--- config.mk ---
export PLATFORM = sky130hd
export DESIGN_NAME = touch_point_calibrator
export DESIGN_NICKNAME = d
export VERILOG_FILES = /design/src/design/tpc_pkg.sv /design/src/design/tpc_cfg_regs.sv /design/src/design/tpc_sdiv.sv /design/src/design/tpc_axis.sv /design/src/design/touch_point_calibrator.sv
export SDC_FILE = /design/constraint.sdc
export NUM_CORES = 1
export LEC_CHECK = 0
export BUFFER_PORTS_ARGS = -buffer_cell sky130_fd_sc_hd__buf_2
export CAP_MARGIN = 20
export CORE_MARGIN = 2
export CORE_UTILIZATION = 25
export CTS_BUF_LIST = sky130_fd_sc_hd__clkbuf_8
export DETAILED_ROUTE_END_ITERATION = 12
export PLACE_DENSITY_LB_ADDON = 0.3
export SLEW_MARGIN = 20
export SYNTH_ARGS = -nofsm -noshare
export SYNTH_HDL_FRONTEND = slang
export SYNTH_SLANG_ARGS = --single-unit
--- constraint.sdc ---
create_clock -name clk -period 9.55 [get_ports clk]
set_input_delay 0.4775 -clock clk [delete_from_list [all_inputs] [get_ports clk]]
set_output_delay 0.4775 -clock clk [all_outputs]
set_load 0.05 [all_outputs]
--- src/design/tpc_pkg.sv ---
// Shared types, widths and register codes for the touch point calibrator.
`default_nettype none

package tpc_pkg;

    // Datapath width of one axis: raw samples and screen coordinates up to 4095.
    localparam int AXIS_W = 12;
    localparam int PROD_W = 2 * AXIS_W;

    localparam int POSX_W = 8;
    localparam int POSY_W = 9;
    localparam int CALX_W = 8;
    localparam int CALY_W = 9;
    localparam int CFG_IDX_W = 3;
    localparam int CFG_DATA_W = 12;

    localparam logic [AXIS_W-1:0] RST_PRESS_THR = 12'd80;
    localparam logic [AXIS_W-1:0] RST_RAW_LOW   = 12'd200;
    localparam logic [AXIS_W-1:0] RST_RAW_HIGH  = 12'd3900;
    localparam logic [CALX_W-1:0] RST_CAL_X_LOW  = 8'd11;
    localparam logic [CALX_W-1:0] RST_CAL_X_HIGH = 8'd220;
    localparam logic [CALY_W-1:0] RST_CAL_Y_HIGH = 9'd319;

    typedef enum logic [CFG_IDX_W-1:0] {
        REG_PRESS_THR  = 3'd0,
        REG_RAW_X_LOW  = 3'd1,
        REG_RAW_X_HIGH = 3'd2,
        REG_RAW_Y_LOW  = 3'd3,
        REG_RAW_Y_HIGH = 3'd4,
        REG_CAL_X_LOW  = 3'd5,
        REG_CAL_X_HIGH = 3'd6,
        REG_CAL_Y_HIGH = 3'd7
    } reg_idx_t;

    typedef struct packed {
        logic [AXIS_W-1:0] press_thr;
        logic [AXIS_W-1:0] raw_x_low;
        logic [AXIS_W-1:0] raw_x_high;
        logic [AXIS_W-1:0] raw_y_low;
        logic [AXIS_W-1:0] raw_y_high;
        logic [CALX_W-1:0] cal_x_low;
        logic [CALX_W-1:0] cal_x_high;
        logic [CALY_W-1:0] cal_y_high;
    } cfg_t;

    // Status of one axis engine towards the sequencer.
    typedef struct packed {
        logic busy;
        logic done;
    } axis_stat_t;

endpackage

`default_nettype wire

--- src/design/tpc_cfg_regs.sv ---
// Configuration register file of the touch point calibrator.
`default_nettype none

module tpc_cfg_regs (
    input  wire logic                           clk,
    input  wire logic                           rst_n,
    input  wire logic                           cfg_valid,
    input  wire logic [tpc_pkg::CFG_IDX_W-1:0]  cfg_index,
    input  wire logic [tpc_pkg::CFG_DATA_W-1:0] cfg_data,
    output tpc_pkg::cfg_t                       cfg
);
    import tpc_pkg::*;

    cfg_t cfg_reg;
    cfg_t cfg_next;

    always_comb
    begin
        cfg_next = cfg_reg;
        if (cfg_valid)
        begin
            case (reg_idx_t'(cfg_index))
                REG_PRESS_THR:  cfg_next.press_thr  = cfg_data[AXIS_W-1:0];
                REG_RAW_X_LOW:  cfg_next.raw_x_low  = cfg_data[AXIS_W-1:0];
                REG_RAW_X_HIGH: cfg_next.raw_x_high = cfg_data[AXIS_W-1:0];
                REG_RAW_Y_LOW:  cfg_next.raw_y_low  = cfg_data[AXIS_W-1:0];
                REG_RAW_Y_HIGH: cfg_next.raw_y_high = cfg_data[AXIS_W-1:0];
                REG_CAL_X_LOW:  cfg_next.cal_x_low  = cfg_data[CALX_W-1:0];
                REG_CAL_X_HIGH: cfg_next.cal_x_high = cfg_data[CALX_W-1:0];
                REG_CAL_Y_HIGH: cfg_next.cal_y_high = cfg_data[CALY_W-1:0];
                default:        cfg_next = cfg_reg;
            endcase
        end
    end

    always_ff @(posedge clk or negedge rst_n)
    begin
        if (!rst_n)
        begin
            cfg_reg.press_thr  <= RST_PRESS_THR;
            cfg_reg.raw_x_low  <= RST_RAW_LOW;
            cfg_reg.raw_x_high <= RST_RAW_HIGH;
            cfg_reg.raw_y_low  <= RST_RAW_LOW;
            cfg_reg.raw_y_high <= RST_RAW_HIGH;
            cfg_reg.cal_x_low  <= RST_CAL_X_LOW;
            cfg_reg.cal_x_high <= RST_CAL_X_HIGH;
            cfg_reg.cal_y_high <= RST_CAL_Y_HIGH;
        end
        else
        begin
            cfg_reg <= cfg_next;
        end
    end

    assign cfg = cfg_reg;

endmodule

`default_nettype wire

--- src/design/tpc_sdiv.sv ---
// Bit-serial restoring divider: one quotient bit per cycle.
`default_nettype none

module tpc_sdiv (
    input  wire logic                        clk,
    input  wire logic                        rst_n,
    input  wire logic                        start,
    input  wire logic [tpc_pkg::PROD_W-1:0]  dividend,
    input  wire logic [tpc_pkg::AXIS_W-1:0]  divisor,
    output logic                             done,
    output logic [tpc_pkg::AXIS_W-1:0]       quotient
);
    import tpc_pkg::*;

    localparam int CNT_W = $clog2(AXIS_W + 1);

    logic [AXIS_W-1:0] rem_reg, rem_next;
    logic [AXIS_W-1:0] quo_reg, quo_next;
    logic [AXIS_W-1:0] div_reg, div_next;
    logic [CNT_W-1:0]  cnt_reg, cnt_next;
    logic              done_reg, done_next;
    logic [AXIS_W:0]   trial;

    // Caller guarantees dividend[hi] < divisor, so the quotient fits AXIS_W bits
    // and the partial remainder always stays below the divisor.
    assign trial = {rem_reg, quo_reg[AXIS_W-1]} - {1'b0, div_reg};

    always_comb
    begin
        rem_next  = rem_reg;
        quo_next  = quo_reg;
        div_next  = div_reg;
        cnt_next  = cnt_reg;
        done_next = 1'b0;
        if (start)
        begin
            rem_next = dividend[PROD_W-1:AXIS_W];
            quo_next = dividend[AXIS_W-1:0];
            div_next = divisor;
            cnt_next = CNT_W'(AXIS_W);
        end
        else if (cnt_reg != '0)
        begin
            if (!trial[AXIS_W])
            begin
                rem_next = trial[AXIS_W-1:0];
            end
            else
            begin
                rem_next = {rem_reg[AXIS_W-2:0], quo_reg[AXIS_W-1]};
            end
            quo_next  = {quo_reg[AXIS_W-2:0], ~trial[AXIS_W]};
            cnt_next  = cnt_reg - CNT_W'(1);
            done_next = (cnt_reg == CNT_W'(1));
        end
    end

    always_ff @(posedge clk or negedge rst_n)
    begin
        if (!rst_n)
        begin
            cnt_reg  <= '0;
            done_reg <= 1'b0;
        end
        else
        begin
            cnt_reg  <= cnt_next;
            done_reg <= done_next;
        end
    end

    always_ff @(posedge clk)
    begin
        rem_reg <= rem_next;
        quo_reg <= quo_next;
        div_reg <= div_next;
    end

    assign done     = done_reg;
    assign quotient = quo_reg;

endmodule

`default_nettype wire

--- src/design/tpc_axis.sv ---
// One axis: raw window map, inversion and calibration window map.
`default_nettype none

module tpc_axis #(
    parameter int SIZE = 240
) (
    input  wire logic                        clk,
    input  wire logic                        rst_n,
    input  wire logic                        start,
    input  wire logic [tpc_pkg::AXIS_W-1:0]  raw,
    input  wire logic [tpc_pkg::AXIS_W-1:0]  raw_low,
    input  wire logic [tpc_pkg::AXIS_W-1:0]  raw_high,
    input  wire logic [tpc_pkg::AXIS_W-1:0]  cal_low,
    input  wire logic [tpc_pkg::AXIS_W-1:0]  cal_high,
    output tpc_pkg::axis_stat_t              stat,
    output logic [tpc_pkg::AXIS_W-1:0]       result
);
    import tpc_pkg::*;

    localparam logic [AXIS_W-1:0] TOP = AXIS_W'(SIZE - 1);

    typedef enum logic [3:0] {
        A_IDLE = 4'b0001,
        A_EVAL = 4'b0010,
        A_WAIT = 4'b0100,
        A_DONE = 4'b1000
    } axis_state_t;

    axis_state_t       state_reg, state_next;
    logic              stage_reg, stage_next;   // 0: raw window, 1: calibration window
    logic [AXIS_W-1:0] v_reg, v_next;
    logic [AXIS_W-1:0] res_reg, res_next;

    logic [AXIS_W-1:0] cur_low, cur_high, diff, map_val;
    logic [PROD_W-1:0] prod;
    logic              win_bad, below, above, map_ready, div_start, div_done;
    logic [AXIS_W-1:0] div_quo;

    assign cur_low  = stage_reg ? cal_low  : raw_low;
    assign cur_high = stage_reg ? cal_high : raw_high;
    assign win_bad  = (raw_high <= raw_low) || (cal_high <= cal_low);
    assign below    = (v_reg <= cur_low);
    assign above    = (v_reg >= cur_high);
    assign diff     = v_reg - cur_low;
    assign prod     = PROD_W'(diff) * PROD_W'(TOP);

    assign div_start = (state_reg == A_EVAL) && !win_bad && !below && !above;

    tpc_sdiv u_sdiv (
        .clk      (clk),
        .rst_n    (rst_n),
        .start    (div_start),
        .dividend (prod),
        .divisor  (cur_high - cur_low),
        .done     (div_done),
        .quotient (div_quo)
    );

    always_comb
    begin
        map_ready = 1'b0;
        map_val   = '0;
        case (state_reg)
            A_EVAL:
            begin
                map_ready = below || above;
                map_val   = below ? '0 : TOP;
            end
            A_WAIT:
            begin
                map_ready = div_done;
                map_val   = div_quo;
            end
            default:
            begin
                map_ready = 1'b0;
                map_val   = '0;
            end
        endcase
    end

    always_comb
    begin
        state_next = state_reg;
        stage_next = stage_reg;
        v_next     = v_reg;
        res_next   = res_reg;
        if (start)
        begin
            state_next = A_EVAL;
            stage_next = 1'b0;
            v_next     = raw;
        end
        else if ((state_reg == A_EVAL) && win_bad)
        begin
            res_next   = '0;
            state_next = A_DONE;
        end
        else if (map_ready)
        begin
            if (!stage_reg)
            begin
                v_next     = TOP - map_val;
                stage_next = 1'b1;
                state_next = A_EVAL;
            end
            else
            begin
                res_next   = map_val;
                state_next = A_DONE;
            end
        end
        else if (div_start)
        begin
            state_next = A_WAIT;
        end
    end

    always_ff @(posedge clk or negedge rst_n)
    begin
        if (!rst_n)
        begin
            state_reg <= A_IDLE;
            stage_reg <= 1'b0;
        end
        else
        begin
            state_reg <= state_next;
            stage_reg <= stage_next;
        end
    end

    always_ff @(posedge clk)
    begin
        v_reg   <= v_next;
        res_reg <= res_next;
    end

    assign stat.busy = (state_reg == A_EVAL) || (state_reg == A_WAIT);
    assign stat.done = (state_reg == A_DONE);
    assign result    = res_reg;

endmodule

`default_nettype wire

--- src/design/touch_point_calibrator.sv ---
// Top level of the two-point touch calibrator: sequencer, held point, result register.
//
//  channel  | handshake                 | payload
//  ---------+---------------------------+----------------------------
//  item     | item_valid / item_ready   | raw_x[11:0], raw_y[11:0]
//  result   | result_valid/result_ready | pos_x[7:0], pos_y[8:0], pressed
//  cfg      | cfg_valid / cfg_ready     | cfg_index[2:0], cfg_data[11:0]
//
// A pressed word starts both axes as it is accepted. When its maps both divide, each axis
// does two window maps (evaluate, load, 12 divide steps), both axes side by side, and
// then the result register is loaded. A clamped or collapsed window skips its divide.
// A released word needs no axis work. item_ready is high only in T_IDLE, which is entered
// as a result is registered, so no new word is taken while one is still in its run.
// The result register lets the next word in while a result waits; that word then stalls
// at its end until the waiting result is taken.
// Reset is asynchronous: held point to zero, configuration registers to their defaults.
`default_nettype none

module touch_point_calibrator #(
    parameter int SCREEN_WIDTH  = 240,
    parameter int SCREEN_HEIGHT = 320
) (
    input  wire logic                           clk,
    input  wire logic                           rst_n,
    input  wire logic                           item_valid,
    output logic                                item_ready,
    input  wire logic [tpc_pkg::AXIS_W-1:0]     raw_x,
    input  wire logic [tpc_pkg::AXIS_W-1:0]     raw_y,
    output logic                                result_valid,
    input  wire logic                           result_ready,
    output logic [tpc_pkg::POSX_W-1:0]          pos_x,
    output logic [tpc_pkg::POSY_W-1:0]          pos_y,
    output logic                                pressed,
    input  wire logic                           cfg_valid,
    output logic                                cfg_ready,
    input  wire logic [tpc_pkg::CFG_IDX_W-1:0]  cfg_index,
    input  wire logic [tpc_pkg::CFG_DATA_W-1:0] cfg_data
);
    import tpc_pkg::*;

    typedef enum logic [1:0] {
        T_IDLE = 2'b01,
        T_RUN  = 2'b10
    } top_state_t;

    top_state_t        state_reg, state_next;
    logic              press_reg, press_next;
    logic              rv_reg, rv_next;
    logic [POSX_W-1:0] held_x_reg, held_x_next, pos_x_reg, pos_x_next;
    logic [POSY_W-1:0] held_y_reg, held_y_next, pos_y_reg, pos_y_next;
    logic              pressed_reg, pressed_next;

    cfg_t              cfg;
    axis_stat_t        x_stat, y_stat;
    logic [AXIS_W-1:0] x_res, y_res;
    logic              accept, press_now, axis_start, fin;

    assign cfg_ready = 1'b1;

    tpc_cfg_regs u_cfg (
        .clk       (clk),
        .rst_n     (rst_n),
        .cfg_valid (cfg_valid),
        .cfg_index (cfg_index),
        .cfg_data  (cfg_data),
        .cfg       (cfg)
    );

    assign item_ready = (state_reg == T_IDLE);
    assign accept     = item_valid && item_ready;
    assign press_now  = (raw_x >= cfg.press_thr) && (raw_y >= cfg.press_thr);
    assign axis_start = accept && press_now;

    tpc_axis #(.SIZE(SCREEN_WIDTH)) u_axis_x (
        .clk      (clk),
        .rst_n    (rst_n),
        .start    (axis_start),
        .raw      (raw_x),
        .raw_low  (cfg.raw_x_low),
        .raw_high (cfg.raw_x_high),
        .cal_low  (AXIS_W'(cfg.cal_x_low)),
        .cal_high (AXIS_W'(cfg.cal_x_high)),
        .stat     (x_stat),
        .result   (x_res)
    );

    // Low end of the y calibration window is tied to zero.
    tpc_axis #(.SIZE(SCREEN_HEIGHT)) u_axis_y (
        .clk      (clk),
        .rst_n    (rst_n),
        .start    (axis_start),
        .raw      (raw_y),
        .raw_low  (cfg.raw_y_low),
        .raw_high (cfg.raw_y_high),
        .cal_low  ('0),
        .cal_high (AXIS_W'(cfg.cal_y_high)),
        .stat     (y_stat),
        .result   (y_res)
    );

    assign fin = (state_reg == T_RUN)
              && (!press_reg || (x_stat.done && y_stat.done))
              && (!rv_reg || result_ready);

    always_comb
    begin
        state_next   = state_reg;
        press_next   = press_reg;
        held_x_next  = held_x_reg;
        held_y_next  = held_y_reg;
        pos_x_next   = pos_x_reg;
        pos_y_next   = pos_y_reg;
        pressed_next = pressed_reg;
        rv_next      = rv_reg && !result_ready;
        case (state_reg)
            T_IDLE:
            begin
                if (accept)
                begin
                    press_next = press_now;
                    state_next = T_RUN;
                end
            end
            T_RUN:
            begin
                if (fin)
                begin
                    rv_next      = 1'b1;
                    pressed_next = press_reg;
                    state_next   = T_IDLE;
                    if (press_reg)
                    begin
                        held_x_next = x_res[POSX_W-1:0];
                        held_y_next = y_res[POSY_W-1:0];
                        pos_x_next  = x_res[POSX_W-1:0];
                        pos_y_next  = y_res[POSY_W-1:0];
                    end
                    else
                    begin
                        pos_x_next = held_x_reg;
                        pos_y_next = held_y_reg;
                    end
                end
            end
            default:
            begin
                state_next = T_IDLE;
            end
        endcase
    end

    always_ff @(posedge clk or negedge rst_n)
    begin
        if (!rst_n)
        begin
            state_reg  <= T_IDLE;
            press_reg  <= 1'b0;
            rv_reg     <= 1'b0;
            held_x_reg <= '0;
            held_y_reg <= '0;
        end
        else
        begin
            state_reg  <= state_next;
            press_reg  <= press_next;
            rv_reg     <= rv_next;
            held_x_reg <= held_x_next;
            held_y_reg <= held_y_next;
        end
    end

    always_ff @(posedge clk)
    begin
        pos_x_reg   <= pos_x_next;
        pos_y_reg   <= pos_y_next;
        pressed_reg <= pressed_next;
    end

    assign result_valid = rv_reg;
    assign pos_x        = pos_x_reg;
    assign pos_y        = pos_y_reg;
    assign pressed      = pressed_reg;

    // A waiting result always shows the held point.
    a_result_is_held: assert property (@(posedge clk) disable iff (!rst_n)
        result_valid |-> (pos_x == held_x_reg) && (pos_y == held_y_reg))
        else $error("result word differs from held point");

    // Axes are only kicked when idle or finished.
    a_start_when_free: assert property (@(posedge clk) disable iff (!rst_n)
        axis_start |-> !x_stat.busy && !y_stat.busy)
        else $error("axis started while busy");

    // A new result only appears at the end of a run.
    a_result_from_run: assert property (@(posedge clk) disable iff (!rst_n)
        $rose(result_valid) |-> $past(state_reg == T_RUN))
        else $error("result raised outside a run");

endmodule

`default_nettype wire

==> impl_results.md <==
* Status: finished clean
* RSZ-0062 raised after global routing: no
* Worst slew pin tran at roughly 1100 ps
* Post-route setup slack at around 1900 ps
* Post-synth top area cell: edfxtp_1
* FP Rows at about 100
* Cts repair resizes at 0
* Library cells used by synthesis at 76
* Port Buf Inserts at 63
* EDFF count, synth at 124
* DIE AREA at approximately 84000 µm²
* Synth-to-Final Area Change at 12.9%
* DIE WIDTH at between 200 and 300 µm
* Post-CTS setup buffers at 0
* Num CTS Buffers at 48
* Main synth FF type: edfxtp_1
* DIE HEIGHT at 290 µm
* Met1 Resource Use GR at 0.176
* Fillers at about 8400
* CP required at 9920 ps
* Share of layout cells above drive strength 1 at 0.147
* CP max FO at 20
* Avg Inst Size Synth at around 10 µm²
* FFs w/ async S/R, synth at 0.490
* Area share of the largest cell type after synthesis at 0.182
* Syn_nets at 2411
* Total global-route track usage at 0.129
* Design Area, Final at approximately 23000 µm²
* Initial antenna violation count at 13
* # IOs at between 60 and 70
* Dominant cells by area after synthesis: edfxtp_1 (18%), ha_1 (15%), dfrtp_1 (10%)
* Max FFs per register at 85
* DR vias/cell at between 4 and 5
* M3 GR Usage at 0.0309
* GPL Wtd Cong at approximately 0.85
* GRT Residual Overflow at 0
* Cell count after synthesis at about 2000
* Slew HR at 0.286
* Final setup viols at 0
* DRC violations left at 0
* Pre-CTS WS at between 1500 and 2000 ps
* First-pass GRT wire length at about 86000 µm
* 1st-pass router iterations at 6
* # hold bufs at CTS at 1
* Syn Std Cell Area at a little over 20000 µm²
* Max-Cap Viols at 0
* Vias at about 15000
* DP HPWL at ~44000 µm
* M2 GR Usage at 0.205
* Final Util at 0.286
* Worst clock skew at around 53 ps
* Top achievable clock speed at 132 MHz
* WL final at ~55000 µm
* Clk root buf: clkbuf_8
* Deepest clock path buffer count at 3
* YS warnings at 0
* CP Launch Type: flop
* Period minus WS final at 7600 ps
* Clock Latency Late Sink at 640 ps
* CP Capture Type: flop
* Slew Viols, Final at 0
* Nets at 2499
* Critical path type: reg -> reg
* Post-synthesis register bit count at ~260
* Vias in the first global route at approximately 15000
* CTS tree: yes
* Initial Util at 0.253
* Worst hold path class: in -> reg
* Cell area after placement at between 20000 and 25000 µm²
* Final antenna-violating net count at 0
* Largest net degree at the start of global routing at a little over 80
* Setup TNS Final at 0 ps
* Per-cell routed wire length at 17.0 µm
* CTS sink cnt at about 260
* Share of the clock period used by the worst path at 0.796
* H-Tree Depth at 2
* Grt peak-use layer: met2
* Core Region at 80800 µm²
* Clock slew at reported path FFs at 60 ps
* Final Hold Viols at 0
* CP arrival at 7970 ps
* Post-synthesis sequential area ratio at 0.345
* Iter 0 DRT Violations at 992
==> cell usage after synthesis (all sizes together) (32+ instances only) <==
cell type,instances
mux2i,45
xnor2,61
ha,247
fa,93
dfstp,42
inv,314
nor3,32
mux2,126
nor2,97
nand2,154
a21oi,112
edfxtp,124
dfrtp,84
xor2,35
o21ai,112
==> metrics by stage <==
stage | hold WS [ps] | std cells
floorplan | 182 | 2027
global placement | 470 | 3124
detailed placement | 480 | 3124
CTS | 123 | 3215
global route | 142 | 3218
finish | 180 | 3218
==> placed cells by master, fill, tap and decap left out, types with 15 or more instances in the layout <==
cell type and count:
mux2i_1 45, xor2_1 34, o21a_1 18, buf_2 62, dfstp_2 42, edfxtp_1 124
nand2b_1 20, dfrtp_1 84, nor3_1 30, xnor2_1 60, mux2_2 105, a21oi_1 111
nand3_1 25, mux2_1 21, nor2_1 97, o21ai_0 75, a21o_1 21, clkbuf_8 60
o21ai_1 37, buf_4 15, ha_1 247, and2_1 19, nor2b_1 26, inv_1 322
fa_1 93, nand2_1 154
==> path summary, 6_finish.rpt <==
path | startpoint | end | slack, ps | depth (start not counted)
worst max-delay path | u_axis_x.stage_reg | u_axis_x.u_sdiv.rem_reg[7] | 1950 | 26
worst min-delay path | result_ready | result_valid | 180 | 3
worst max register to register | u_axis_x.stage_reg | u_axis_x.u_sdiv.rem_reg[7] | 1950 | 26
worst min register to register | held_x_reg[6] | held_x_reg[6] | 480 | 1
max in group asynchronous | rst_n | result_valid | 7910 | 3
min in group asynchronous | rst_n | u_axis_y.u_sdiv.cnt_reg[0] | 430 | 2
==> layer usage <==
| metal | up-vias | part of all wire |
|---|---|---|
| met4 | 18 | 0.015 |
| met1 | 7341 | 0.47 |
| met5 | - | 0.0023 |
| met2 | 281 | 0.45 |
| li1 | 7166 | - |
| met3 | 66 | 0.060 |
==> kinds of logic after synthesis <==
kind of cell | count (synthesis) | synth area share
compound gates | 369 | 0.112
xor+xnor | 96 | 0.0414
fa+ha+maj | 340 | 0.242
buf+inv | 355 | 0.0659
flops | 257 | 0.345
mux | 171 | 0.0913
other cells | 1 | 0.000183
simple gates | 438 | 0.102
==> worst max-delay path: stages (launching register included) <==
cell,delay (ps)
dfrtp_1,340
buf_4,300
mux2i_1,410
ha_1,350
nor2b_1,150
o21a_1,180
or2_2,290
a21o_1,180
a21o_1,180
xor2_1,540
ha_1,230
inv_1,60
fa_1,470
inv_1,50
fa_1,530
inv_1,50
fa_1,540
inv_1,50
ha_1,350
and2_1,170
a22o_1,190
a311oi_1,630
o21ai_1,300
a311o_1,370
a21oi_1,170
xnor2_1,150
mux2i_1,90
==> final cells by class <==
class,instances,area (µm²),share of cell area
flip-flops and latches,257,7070,0.306
multi-input cells,1415,12100,0.524
inverters,314,1180,0.0510
clock buffers,60,826,0.0357
repair buffers,79,444,0.0192
well taps,1060,1330,0.0573
clock inverters,30,166,0.00719
diodes,3,7.51,0.000325
Power is left out: the tool's default activity adds up to more than one toggle a clock period on the data nets, which glitch-free logic cannot reach.
